[src/rtl/core/lvw_pkg.sv]
// lvw_pkg: shared types and constants of the 3d line voxel walker
// no dependencies
`timescale 1ns / 1ps

package lvw_pkg;

  localparam int COORD_LIMIT = 64;
  localparam int COORD_W     = 6;
  localparam int GRID_W      = 7;
  localparam int BASE_W      = 32;
  localparam int ID_W        = 33;
  localparam int CFG_ADDR_W  = 2;
  localparam int CFG_DATA_W  = 32;
  localparam int IN_DATA_W   = 40;
  localparam int OUT_DATA_W  = 40;
  localparam int ROW_W       = 13;
  localparam int LIN_W       = 20;
  localparam int Q_DEPTH     = 2;
  localparam int Q_PTR_W     = 1;
  localparam int Q_CNT_W     = 2;

  localparam logic [CFG_ADDR_W-1:0] REG_GRID_X = 2'd0;
  localparam logic [CFG_ADDR_W-1:0] REG_GRID_Y = 2'd1;
  localparam logic [CFG_ADDR_W-1:0] REG_GRID_Z = 2'd2;
  localparam logic [CFG_ADDR_W-1:0] REG_ID_BASE = 2'd3;

  localparam logic [GRID_W-1:0] GRID_RESET = 7'd64;
  localparam logic [BASE_W-1:0] BASE_RESET = 32'd0;

  localparam int AXIS_X = 0;
  localparam int AXIS_Y = 1;
  localparam int AXIS_Z = 2;

  typedef logic [COORD_W-1:0] coord_t;

  typedef struct packed {
    logic [2:0][COORD_W-1:0] pos;
    logic [2:0][COORD_W-1:0] mag;
    logic [2:0]              neg;
    logic [2:0]              major_oh;
    logic [COORD_W-1:0]      mag_major;
  } line_t;

  typedef struct packed {
    logic [GRID_W-1:0] grid_x;
    logic [GRID_W-1:0] grid_y;
    logic [GRID_W-1:0] grid_z;
    logic [BASE_W-1:0] id_base;
  } cfg_t;

  function automatic coord_t clamp_coord(input coord_t v);
    if (COORD_W'(COORD_LIMIT - 1) < v) clamp_coord = COORD_W'(COORD_LIMIT - 1);
    else clamp_coord = v;
  endfunction

endpackage

[src/rtl/core/line_voxel_walker_3d.sv]
// line_voxel_walker_3d: top level, configuration registers, front, queue and back
// depends on lvw_pkg, lvw_front, lvw_queue, lvw_back
`timescale 1ns / 1ps

// Each accepted line (start and end voxel) produces max(|dx|,|dy|,|dz|)+1 result
// items, one per cycle from the step sequencer in the back end while the output is
// not stalled; the next queued line starts in the cycle after the final step of the
// current one. Results leave through the voxel id pipeline (two multiply stages and
// the base add). A two-entry queue lets input items be taken while a line is being
// walked. Grid and base registers may only be written while no line is in flight.

module line_voxel_walker_3d (
  input  logic                                 clk,
  input  logic                                 rst_n,
  input  logic                                 cfg_we,
  input  logic [lvw_pkg::CFG_ADDR_W-1:0]       cfg_addr,
  input  logic [lvw_pkg::CFG_DATA_W-1:0]       cfg_wdata,
  input  logic                                 in_tvalid,
  output logic                                 in_tready,
  // start_x, start_y, start_z, end_x, end_y, end_z, zero fill
  input  logic [lvw_pkg::IN_DATA_W-1:0]        in_tdata,
  output logic                                 out_tvalid,
  input  logic                                 out_tready,
  // voxel_id, zero fill
  output logic [lvw_pkg::OUT_DATA_W-1:0]       out_tdata,
  output logic                                 out_tlast,
  // in_grid
  output logic                                 out_tuser
);

  lvw_pkg::cfg_t  cfg_r;
  lvw_pkg::line_t wr_item, rd_item;
  logic           q_full, q_push, q_pop, q_valid;

  always_ff @(posedge clk) begin
    if (!rst_n) begin
      cfg_r.grid_x  <= lvw_pkg::GRID_RESET;
      cfg_r.grid_y  <= lvw_pkg::GRID_RESET;
      cfg_r.grid_z  <= lvw_pkg::GRID_RESET;
      cfg_r.id_base <= lvw_pkg::BASE_RESET;
    end else if (cfg_we) begin
      unique case (cfg_addr)
        lvw_pkg::REG_GRID_X:  cfg_r.grid_x  <= cfg_wdata[lvw_pkg::GRID_W-1:0];
        lvw_pkg::REG_GRID_Y:  cfg_r.grid_y  <= cfg_wdata[lvw_pkg::GRID_W-1:0];
        lvw_pkg::REG_GRID_Z:  cfg_r.grid_z  <= cfg_wdata[lvw_pkg::GRID_W-1:0];
        lvw_pkg::REG_ID_BASE: cfg_r.id_base <= cfg_wdata[lvw_pkg::BASE_W-1:0];
        default: ;
      endcase
    end
  end

  lvw_front u_front (
    .in_tvalid (in_tvalid),
    .in_tready (in_tready),
    .in_tdata  (in_tdata),
    .q_full    (q_full),
    .q_push    (q_push),
    .q_item    (wr_item)
  );

  lvw_queue u_queue (
    .clk      (clk),
    .rst_n    (rst_n),
    .push     (q_push),
    .wr_item  (wr_item),
    .full     (q_full),
    .pop      (q_pop),
    .rd_valid (q_valid),
    .rd_item  (rd_item)
  );

  lvw_back u_back (
    .clk        (clk),
    .rst_n      (rst_n),
    .cfg        (cfg_r),
    .q_valid    (q_valid),
    .q_item     (rd_item),
    .q_pop      (q_pop),
    .out_tvalid (out_tvalid),
    .out_tready (out_tready),
    .out_tdata  (out_tdata),
    .out_tlast  (out_tlast),
    .out_tuser  (out_tuser)
  );

endmodule

[src/rtl/core/lvw_front.sv]
// lvw_front: accepts line items, takes the per-axis deltas and picks the major axis
// depends on lvw_pkg
`timescale 1ns / 1ps

module lvw_front (
  input  logic                          in_tvalid,
  output logic                          in_tready,
  input  logic [lvw_pkg::IN_DATA_W-1:0] in_tdata,
  input  logic                          q_full,
  output logic                          q_push,
  output lvw_pkg::line_t                q_item
);

  lvw_pkg::coord_t s [3];
  lvw_pkg::coord_t e [3];
  logic [1:0]      maj;

  always_comb begin
    for (int a = 0; a < 3; a++) begin
      s[a] = lvw_pkg::clamp_coord(in_tdata[a*lvw_pkg::COORD_W +: lvw_pkg::COORD_W]);
      e[a] = lvw_pkg::clamp_coord(in_tdata[(a+3)*lvw_pkg::COORD_W +: lvw_pkg::COORD_W]);
      q_item.pos[a] = s[a];
      q_item.neg[a] = e[a] < s[a];
      q_item.mag[a] = (e[a] < s[a]) ? (s[a] - e[a]) : (e[a] - s[a]);
    end
    maj = 2'(lvw_pkg::AXIS_X);
    if (q_item.mag[lvw_pkg::AXIS_Y] > q_item.mag[lvw_pkg::AXIS_X])
      maj = 2'(lvw_pkg::AXIS_Y);
    if (q_item.mag[lvw_pkg::AXIS_Z] > q_item.mag[maj])
      maj = 2'(lvw_pkg::AXIS_Z);
    q_item.major_oh = 3'b001 << maj;
    q_item.mag_major = q_item.mag[maj];
  end

  assign in_tready = !q_full;
  assign q_push    = in_tvalid && !q_full;

endmodule

[src/rtl/core/lvw_queue.sv]
// lvw_queue: short queue of classified line items between front and back
// depends on lvw_pkg
`timescale 1ns / 1ps

module lvw_queue (
  input  logic           clk,
  input  logic           rst_n,
  input  logic           push,
  input  lvw_pkg::line_t wr_item,
  output logic           full,
  input  logic           pop,
  output logic           rd_valid,
  output lvw_pkg::line_t rd_item
);

  lvw_pkg::line_t                 mem [lvw_pkg::Q_DEPTH];
  logic [lvw_pkg::Q_PTR_W-1:0]    wr_ptr_r, wr_ptr_nxt;
  logic [lvw_pkg::Q_PTR_W-1:0]    rd_ptr_r, rd_ptr_nxt;
  logic [lvw_pkg::Q_CNT_W-1:0]    cnt_r, cnt_nxt;

  assign full     = cnt_r == lvw_pkg::Q_CNT_W'(lvw_pkg::Q_DEPTH);
  assign rd_valid = cnt_r != '0;
  assign rd_item  = mem[rd_ptr_r];

  always_comb begin
    wr_ptr_nxt = push ? wr_ptr_r + 1'b1 : wr_ptr_r;
    rd_ptr_nxt = pop ? rd_ptr_r + 1'b1 : rd_ptr_r;
    cnt_nxt    = cnt_r + lvw_pkg::Q_CNT_W'(push) - lvw_pkg::Q_CNT_W'(pop);
  end

  always_ff @(posedge clk) begin
    if (push) mem[wr_ptr_r] <= wr_item;
  end

  always_ff @(posedge clk) begin
    if (!rst_n) begin
      wr_ptr_r <= '0;
      rd_ptr_r <= '0;
      cnt_r    <= '0;
    end else begin
      wr_ptr_r <= wr_ptr_nxt;
      rd_ptr_r <= rd_ptr_nxt;
      cnt_r    <= cnt_nxt;
    end
  end

  assert property (@(posedge clk) disable iff (!rst_n) pop |-> rd_valid)
    else $error("queue popped while empty");
  assert property (@(posedge clk) disable iff (!rst_n) push |-> !full || pop)
    else $error("queue pushed while full");
  assert property (@(posedge clk) disable iff (!rst_n)
    push && !pop |=> cnt_r == $past(cnt_r) + 1'b1)
    else $error("queue count lost a push");

endmodule

[src/rtl/core/lvw_back.sv]
// lvw_back: steps a voxel per unstalled cycle, forms voxel ids in a short pipeline
// depends on lvw_pkg
`timescale 1ns / 1ps

module lvw_back (
  input  logic                           clk,
  input  logic                           rst_n,
  input  lvw_pkg::cfg_t                  cfg,
  input  logic                           q_valid,
  input  lvw_pkg::line_t                 q_item,
  output logic                           q_pop,
  output logic                           out_tvalid,
  input  logic                           out_tready,
  output logic [lvw_pkg::OUT_DATA_W-1:0] out_tdata,   // voxel_id, zero fill
  output logic                           out_tlast,
  output logic                           out_tuser    // in_grid
);

  // walker state
  logic                                   active_r, active_nxt;
  logic [2:0][lvw_pkg::COORD_W-1:0]       pos_r, pos_nxt;
  logic [2:0][lvw_pkg::COORD_W-1:0]       mag_r, mag_nxt;
  logic [2:0][lvw_pkg::COORD_W-1:0]       rem_r, rem_nxt;
  logic [2:0]                             neg_r, neg_nxt;
  logic [2:0]                             major_r, major_nxt;
  logic [lvw_pkg::COORD_W-1:0]            magmaj_r, magmaj_nxt;
  logic [lvw_pkg::COORD_W-1:0]            cnt_r, cnt_nxt;
  logic [lvw_pkg::COORD_W:0]              sum [3];
  logic                                   en, last, step;

  // id pipeline
  logic                                   s1_valid_r, s2_valid_r, out_valid_r;
  logic [lvw_pkg::ROW_W-1:0]              s1_row_r;
  logic [lvw_pkg::COORD_W-1:0]            s1_x_r;
  logic                                   s1_grid_r, s1_last_r;
  logic [lvw_pkg::LIN_W-1:0]              s2_lin_r;
  logic                                   s2_grid_r, s2_last_r;
  logic [lvw_pkg::ID_W-1:0]               out_id_r;
  logic                                   out_grid_r, out_last_r;

  assign en    = !out_valid_r || out_tready;
  assign last  = cnt_r == '0;
  assign step  = active_r && en;
  assign q_pop = q_valid && (!active_r || (step && last));

  always_comb begin
    active_nxt = active_r;
    pos_nxt    = pos_r;
    mag_nxt    = mag_r;
    rem_nxt    = rem_r;
    neg_nxt    = neg_r;
    major_nxt  = major_r;
    magmaj_nxt = magmaj_r;
    cnt_nxt    = cnt_r;
    for (int a = 0; a < 3; a++) begin
      sum[a] = {1'b0, rem_r[a]} + {1'b0, mag_r[a]};
    end
    if (q_pop) begin
      active_nxt = 1'b1;
      pos_nxt    = q_item.pos;
      mag_nxt    = q_item.mag;
      rem_nxt    = '0;
      neg_nxt    = q_item.neg;
      major_nxt  = q_item.major_oh;
      magmaj_nxt = q_item.mag_major;
      cnt_nxt    = q_item.mag_major;
    end else if (step && last) begin
      active_nxt = 1'b0;
    end else if (step) begin
      cnt_nxt = cnt_r - 1'b1;
      for (int a = 0; a < 3; a++) begin
        if (major_r[a]) begin
          pos_nxt[a] = neg_r[a] ? pos_r[a] - 1'b1 : pos_r[a] + 1'b1;
        end else if (sum[a] >= {1'b0, magmaj_r}) begin
          rem_nxt[a] = lvw_pkg::COORD_W'(sum[a] - {1'b0, magmaj_r});
          pos_nxt[a] = neg_r[a] ? pos_r[a] - 1'b1 : pos_r[a] + 1'b1;
        end else begin
          rem_nxt[a] = sum[a][lvw_pkg::COORD_W-1:0];
        end
      end
    end
  end

  always_ff @(posedge clk) begin
    if (!rst_n) begin
      active_r <= 1'b0;
    end else begin
      active_r <= active_nxt;
    end
    pos_r    <= pos_nxt;
    mag_r    <= mag_nxt;
    rem_r    <= rem_nxt;
    neg_r    <= neg_nxt;
    major_r  <= major_nxt;
    magmaj_r <= magmaj_nxt;
    cnt_r    <= cnt_nxt;
  end

  always_ff @(posedge clk) begin
    if (!rst_n) begin
      s1_valid_r  <= 1'b0;
      s2_valid_r  <= 1'b0;
      out_valid_r <= 1'b0;
    end else if (en) begin
      s1_valid_r  <= active_r;
      s2_valid_r  <= s1_valid_r;
      out_valid_r <= s2_valid_r;
    end
  end

  always_ff @(posedge clk) begin
    if (en) begin
      s1_row_r   <= lvw_pkg::ROW_W'(cfg.grid_y) * lvw_pkg::ROW_W'(pos_r[lvw_pkg::AXIS_Z])
                    + lvw_pkg::ROW_W'(pos_r[lvw_pkg::AXIS_Y]);
      s1_x_r     <= pos_r[lvw_pkg::AXIS_X];
      s1_grid_r  <= ({1'b0, pos_r[lvw_pkg::AXIS_X]} < cfg.grid_x)
                 && ({1'b0, pos_r[lvw_pkg::AXIS_Y]} < cfg.grid_y)
                 && ({1'b0, pos_r[lvw_pkg::AXIS_Z]} < cfg.grid_z);
      s1_last_r  <= last;
      s2_lin_r   <= lvw_pkg::LIN_W'(cfg.grid_x) * lvw_pkg::LIN_W'(s1_row_r)
                    + lvw_pkg::LIN_W'(s1_x_r);
      s2_grid_r  <= s1_grid_r;
      s2_last_r  <= s1_last_r;
      out_id_r   <= lvw_pkg::ID_W'(cfg.id_base) + lvw_pkg::ID_W'(s2_lin_r);
      out_grid_r <= s2_grid_r;
      out_last_r <= s2_last_r;
    end
  end

  assign out_tvalid = out_valid_r;
  assign out_tdata  = lvw_pkg::OUT_DATA_W'(out_id_r);
  assign out_tlast  = out_last_r;
  assign out_tuser  = out_grid_r;

  assert property (@(posedge clk) disable iff (!rst_n)
    active_r && magmaj_r != '0 |->
      rem_r[0] < magmaj_r && rem_r[1] < magmaj_r && rem_r[2] < magmaj_r)
    else $error("minor remainder reached the major delta");
  assert property (@(posedge clk) disable iff (!rst_n)
    active_r |-> $onehot(major_r) && cnt_r <= magmaj_r)
    else $error("walker step count or major axis corrupt");
  assert property (@(posedge clk) disable iff (!rst_n)
    !en && s2_valid_r |=> s2_valid_r)
    else $error("pipeline dropped an item under stall");
  assert property (@(posedge clk) disable iff (!rst_n)
    step && !last |=> active_r)
    else $error("walker stopped before the final step");

endmodule

[config.mk]
export PLATFORM = sky130hd
export DESIGN_NAME = line_voxel_walker_3d
export DESIGN_NICKNAME = d
export VERILOG_FILES = /design/src/rtl/core/lvw_pkg.sv /design/src/rtl/core/line_voxel_walker_3d.sv /design/src/rtl/core/lvw_front.sv /design/src/rtl/core/lvw_queue.sv /design/src/rtl/core/lvw_back.sv
export SDC_FILE = /design/constraint.sdc
export NUM_CORES = 1
export LEC_CHECK = 0
export ABC_AREA = 1
export CAP_MARGIN = 20
export CORE_UTILIZATION = 56
export DETAILED_ROUTE_END_ITERATION = 10
export DONT_BUFFER_PORTS = 1
export HOLD_SLACK_MARGIN = 0.05
export MAX_ROUTING_LAYER = met4
export PLACE_DENSITY = 0.71
export SLEW_MARGIN = 20
export SYNTH_ARGS = -nofsm -noshare
export SYNTH_HDL_FRONTEND = slang
export SYNTH_HIERARCHICAL = 1
export SYNTH_SLANG_ARGS = --single-unit
[constraint.sdc]
create_clock -name clk -period 7.4 [get_ports clk]
set_clock_uncertainty 0.2 [all_clocks]
set_input_delay 0.74 -clock clk [delete_from_list [all_inputs] [get_ports clk]]
set_output_delay 0.74 -clock clk [all_outputs]
set_load 0.005 [all_outputs]
== After elaboration in Yosys (flattened, before gate mapping) ==
Memories as Yosys holds them, arrays and structs flattened. A register that Yosys moved wholly into a read port is not among the register bits.
Index checks and enable logic that the tools add are counted.
Operators by class
  add/subtract/negate cells: 26
  reductions and logical operators: 30
  multipliers: 2
  shifts and indexed selects: 1
  mux-type cells: 39
  equality and inequality tests: 5
  order comparisons: 19
  bitwise operators: 4
Operators with widths (number)
  $mux W6: 26
  $mux W18: 3
  $sub A6 B6 Y6: 9
  $lt A6 B6 Y1 const A: 6
  $add A32 B20 Y33: 1
  $bmux W6 S2: 2
  $sub A6 B1 Y6 const B: 4
  $add A6 B6 Y7: 3
  $ge A7 B6 Y1: 3
  $lt A6 B7 Y1: 3
  $add A20 B6 Y20: 1
  $mul A7 B13 Y20: 1
  $add A6 B1 Y6 const B: 3
  $lt A6 B6 Y1: 3
  $reduce_and A3 Y1: 6
  $add A13 B6 Y13: 1
  $mul A7 B6 Y13: 1
  $gt A6 B6 Y1: 2
  $reduce_and A2 Y1: 5
  $reduce_bool A3 Y1: 3
  $mux W1: 7
  $eq A2 B2 Y1 const B: 3
  $logic_and A1 B1 Y1: 6
  $logic_not A6 Y1: 1
  other kinds (14): 23
Storage, ports and cells
  logic and storage cells: 161
  register bits after elaboration: 211
  output and inout bits: 44
  input port bits: 79
  memories kept: 1
  memory bits (writable): 96
Memories
  u_queue.mem: words 2, width 48, rd ports 1, clocked after memory_dff 1, wr ports 1, line lvw_queue.sv:16  | lvw_pkg::line_t mem [lvw_pkg::Q_DEPTH];

== Logic depth before layout (Yosys ltp) ==
  depth after elaboration: 12
  gate-level depth with buffers: 30
  mapped depth without buffers: 30

== Hierarchy ==
Netlist, hierarchy kept.
Modules (own cells, without submodules)
  lvw_back: instances 1, sequential area each 4404.2 sq um, area each 14874.3 sq um, cells an instance 1884
  lvw_queue: instances 1, sequential area each 2982.9 sq um, area each 3767.4 sq um, cells an instance 182
  lvw_front: instances 1, sequential area each 0.0 sq um, area each 2260.9 sq um, cells an instance 391
  line_voxel_walker_3d: instances 1, sequential area each 1061.0 sq um, area each 2188.3 sq um, cells an instance 336

== Worst setup path after synthesis ==
No wires, ideal clock.
  path kind: reg-to-reg
  start point: register cfg_r[52] (netlist name)
  end point: register u_back/s2_lin_r[15] (netlist name) (data pin)
  arrival: 4056 ps
  library setup time: 252 ps
  cell stages (with the launch flop): 21
  path slack: 2892 ps
  period minus slack after synthesis: 4508 ps
  path buffers: 1
  data required time: 6948 ps
  cells stage by stage: dfxtp_1 > clkbuf_1 > nand2_1 > fa_1 > fa_1 > inv_1 > fa_1 > inv_1 > fa_1 > inv_1 > ha_1 > nand2_1 > nand2_1 > a21oi_1 > nand2_1 > nand2_1 > nand2_1 > nand2_1 > nand2_1 > nand2_1 > nand2_1
On the way
  word-level cells in the longest chain between the ends: 2
RTL lines
  from (decl): line line_voxel_walker_3d.sv:31  | lvw_pkg::cfg_t cfg_r;
  $mul A7 B13 Y20: line lvw_back.sv:120  | s2_lin_r <= lvw_pkg::LIN_W'(cfg.grid_x) * lvw_pkg::LIN_W'(s1_row_r)
  $add A20 B6 Y20: line lvw_back.sv:121  | + lvw_pkg::LIN_W'(s1_x_r);
  to (signal assigned): line lvw_back.sv:120
  to (decl): line lvw_back.sv:36  | logic [lvw_pkg::LIN_W-1:0] s2_lin_r;
Every way passes these cells.
A chain may end at the register's enable or synchronous reset.

== Worst setup path after layout ==
Same ends and word-level chain as after synthesis.

==> impl_metrics.json <==
{
  "worstPathArrival_ns": 5.07,
  "gp_congestion": 0.952,
  "synth_cell_types": 46,
  "seq_area_frac_synth": 0.366,
  "overflow": 0,
  "fin_crit_ns": 4.96,
  "die_w_um": 205,
  "worstHoldStart": "rst_n",
  "cts_sinks": 308,
  "nets": 3180,
  "postCtsSetupBuffers": 0,
  "via_count": 17472,
  "clock_latency_ns": 0.57,
  "drv_cap": 0,
  "dr_wl_met2_mm": 26.3,
  "ios": 123,
  "slew_violations": 0,
  "dr_wl_met3_mm": 2.26,
  "tns_ns": 0,
  "yosys.area.top_type": "edfxtp_1",
  "finalWirelength_mm": 51.3,
  "clock_path_buffers": 3,
  "cts_made_buffers": 37,
  "top_layer": "met4",
  "rr_startpoint": "cfg_r[52]",
  "diodes": 0,
  "grt_max_degree": 81,
  "max_freq_mhz": 202,
  "slew_headroom": 0.404,
  "row_count": 74,
  "die_h_um": 205,
  "start_kind": "flop",
  "leakage_nw": 12.9,
  "synth.avg_cell_area_um2": 8.27,
  "place_ws_ns": 2.38,
  "netlist_instances": 2793,
  "hpwl_mm": 39.2,
  "grt_pass1_wl_mm": 84.2,
  "netlist.area_leader.share": 0.297,
  "postPlaceCellArea_um2": 23400,
  "design_area_um2": 24700,
  "drive_gt1_frac": 0.0564,
  "final_core_util": 0.607,
  "irDropWorstVdd_uv": 191,
  "wl_met1_mm": 20.7,
  "status": "finished, final reports clean",
  "drt_iter0_drc": 1100,
  "tritoncts": "yes",
  "synth_area_um2": 23100,
  "required_ns": 7.51,
  "root_buffer": "clkbuf_16",
  "grt_pass1_vias": 17633,
  "synth.area.top_cells": "edfxtp_1 30%, nand2_1 12%, ha_1 11%",
  "via_per_inst": 5.21,
  "cellPowerDensity_nw_per_um2": 412,
  "wl_per_cell_um": 15.3,
  "initial_core_util": 0.567,
  "rsz0062_at_grt": "false",
  "endpoint_kind": "flop",
  "timing.final.ws_setup_ns": 2.44,
  "hold_violations": 0,
  "ys_ff_latch": 308,
  "nFillCells": 3517,
  "first_pass_iters": 8,
  "antenna_found_initial": 0,
  "portBuffers": 0,
  "yosys_warnings": 6,
  "core_um2": 40700,
  "syn2layout_area_growth_pct": 7.16,
  "cp_max_fo": 17,
  "power_mw": 10.2,
  "crit_start": "cfg_r[52]",
  "tightest_slew_ns": 0.894,
  "hp-class": "primary input to flop",
  "setup_viol": 0,
  "fin_crit_sh": 0.670,
  "detail-route-antenna-nets": 0,
  "dieArea_um2": 42000,
  "clk_pin_slew_ns": 0.06,
  "grt.total_usage": 0.259,
  "htree_levels": 2,
  "drc": 0,
  "path_class": "flop to flop"
}
[metrics by stage]
step           cells  hold WS, ns
3_3_place_gp    3264        0.202
3_5_place_dp    3264        0.207
4_1_cts         3351       0.0696
6_report        3351       0.0948
5_1_grt         3351        0.100
2_1_floorplan   2799        0.200
[placed cells by master (no fill, tap or decap), types with 9 or more instances in the layout]
cell,n
a21oi_1,111
clkbuf_16,37
clkinv_2,10
dfxtp_1,79
dlygate4sd3_1,19
edfxtp_1,228
fa_1,100
ha_1,211
inv_1,553
mux2_2,28
mux2_4,20
nand2_1,749
nand2_2,14
nand3_1,150
nand4_1,32
nor2_1,215
nor3_1,15
o21ai_0,50
o21ai_1,16
o21bai_1,9
xnor2_1,22
xor2_1,58
[what timing repair did]
action	CTS	global route
hold buffers	19	0
hold endpoints to repair	37	0
gates resized for setup	0	0
[critical path, cell delays in order (launching register included)]
cell and delay, ns:
dfxtp_1 0.76, nand2_1 0.18, fa_1 0.54, fa_1 0.55
inv_1 0.06, fa_1 0.53, inv_1 0.05, fa_1 0.52
inv_1 0.04, ha_1 0.36, nand2_1 0.08, nand2_1 0.08
a21oi_1 0.18, nand2_1 0.14, nand2_1 0.08, nand2_1 0.08
nand2_1 0.12, nand2_1 0.06, nand2_1 0.05, nand2_1 0.04
[Yosys cell counts (all sizes together)]
library cell / instances
a21o: 7
and2: 3
dfxtp: 80
conb: 1
or2: 7
fa: 100
nand3b: 6
ha: 211
a31oi: 3
o311ai: 1
xor2: 58
nor2: 223
inv: 557
o21ai: 72
nand2: 765
nand3: 153
xnor2: 22
clkinv: 1
clkbuf: 14
mux2: 48
o21bai: 9
a21boi: 1
a31o: 1
o2111ai: 1
nor3: 16
nand4: 32
o211ai: 3
edfxtp: 228
a21oi: 113
buf: 56
o21a: 1
[registers in the layout (all words and copies together) (netlist names), 2 cells and up, named ones only]
name / cells
cfg_r: 53
u_back/cnt_r: 6
u_back/mag_r: 18
u_back/magmaj_r: 6
u_back/major_r: 3
u_back/neg_r: 3
u_back/out_id_r: 33
u_back/pos_r: 18
u_back/rem_r: 18
u_back/s1_row_r: 13
u_back/s1_x_r: 6
u_back/s2_lin_r: 20
u_queue/cnt_r: 2
u_queue/mem: 96
[cell families (layout without fill, tap and decap cells)]
kind of cell	count (synthesis)	after routing	synth area share
DFF	308	308	0.366
AOI/OAI and AO/OA	212	212	0.0502
and+or+nand+nor	1205	1205	0.215
adders and majority gates	311	311	0.201
buffers and inverters	628	648	0.111
muxes	48	48	0.0267
other	1	7	0.000162
xor gates and xnor gates	80	80	0.0303
[final timing paths]
path                                             to  slack [ns]  cells past startpoint
worst min register to register     u_back/out_tuser        0.22                      0
worst min-delay path               u_queue/wr_ptr_r        0.09                      2
worst max register to register  u_back/s2_lin_r[15]        2.44                     19
worst max-delay path            u_back/s2_lin_r[15]        2.44                     19
[layer usage]
metal,up-vias,global-route usage
li1,8756,-
met1,8131,0.284
met2,470,0.467
met3,115,0.0326
met4,0,0.117
met5,-,-
[power breakdown]
group          internal [mW]  total [mW]  switching, mW
registers               2.67        3.08          0.403
clock network           1.02        1.78          0.755
logic                   2.00        5.34           3.33
total                   5.70        10.2           4.49
[layout make-up]
| type | instances | area, um2 | area share |
|---|---|---|---|
| Clock inverter | 18 | 174 | 0.00703 |
| Timing Repair Buffer | 22 | 216 | 0.00875 |
| Inverter | 558 | 2100 | 0.0849 |
| Tap cell | 532 | 666 | 0.0269 |
| Clock buffer | 50 | 1020 | 0.0414 |
| Multi-Input combinational cell | 1863 | 12100 | 0.490 |
| Sequential cell | 308 | 8450 | 0.341 |
No activity file was read; power rests on OpenSTA's default activity.
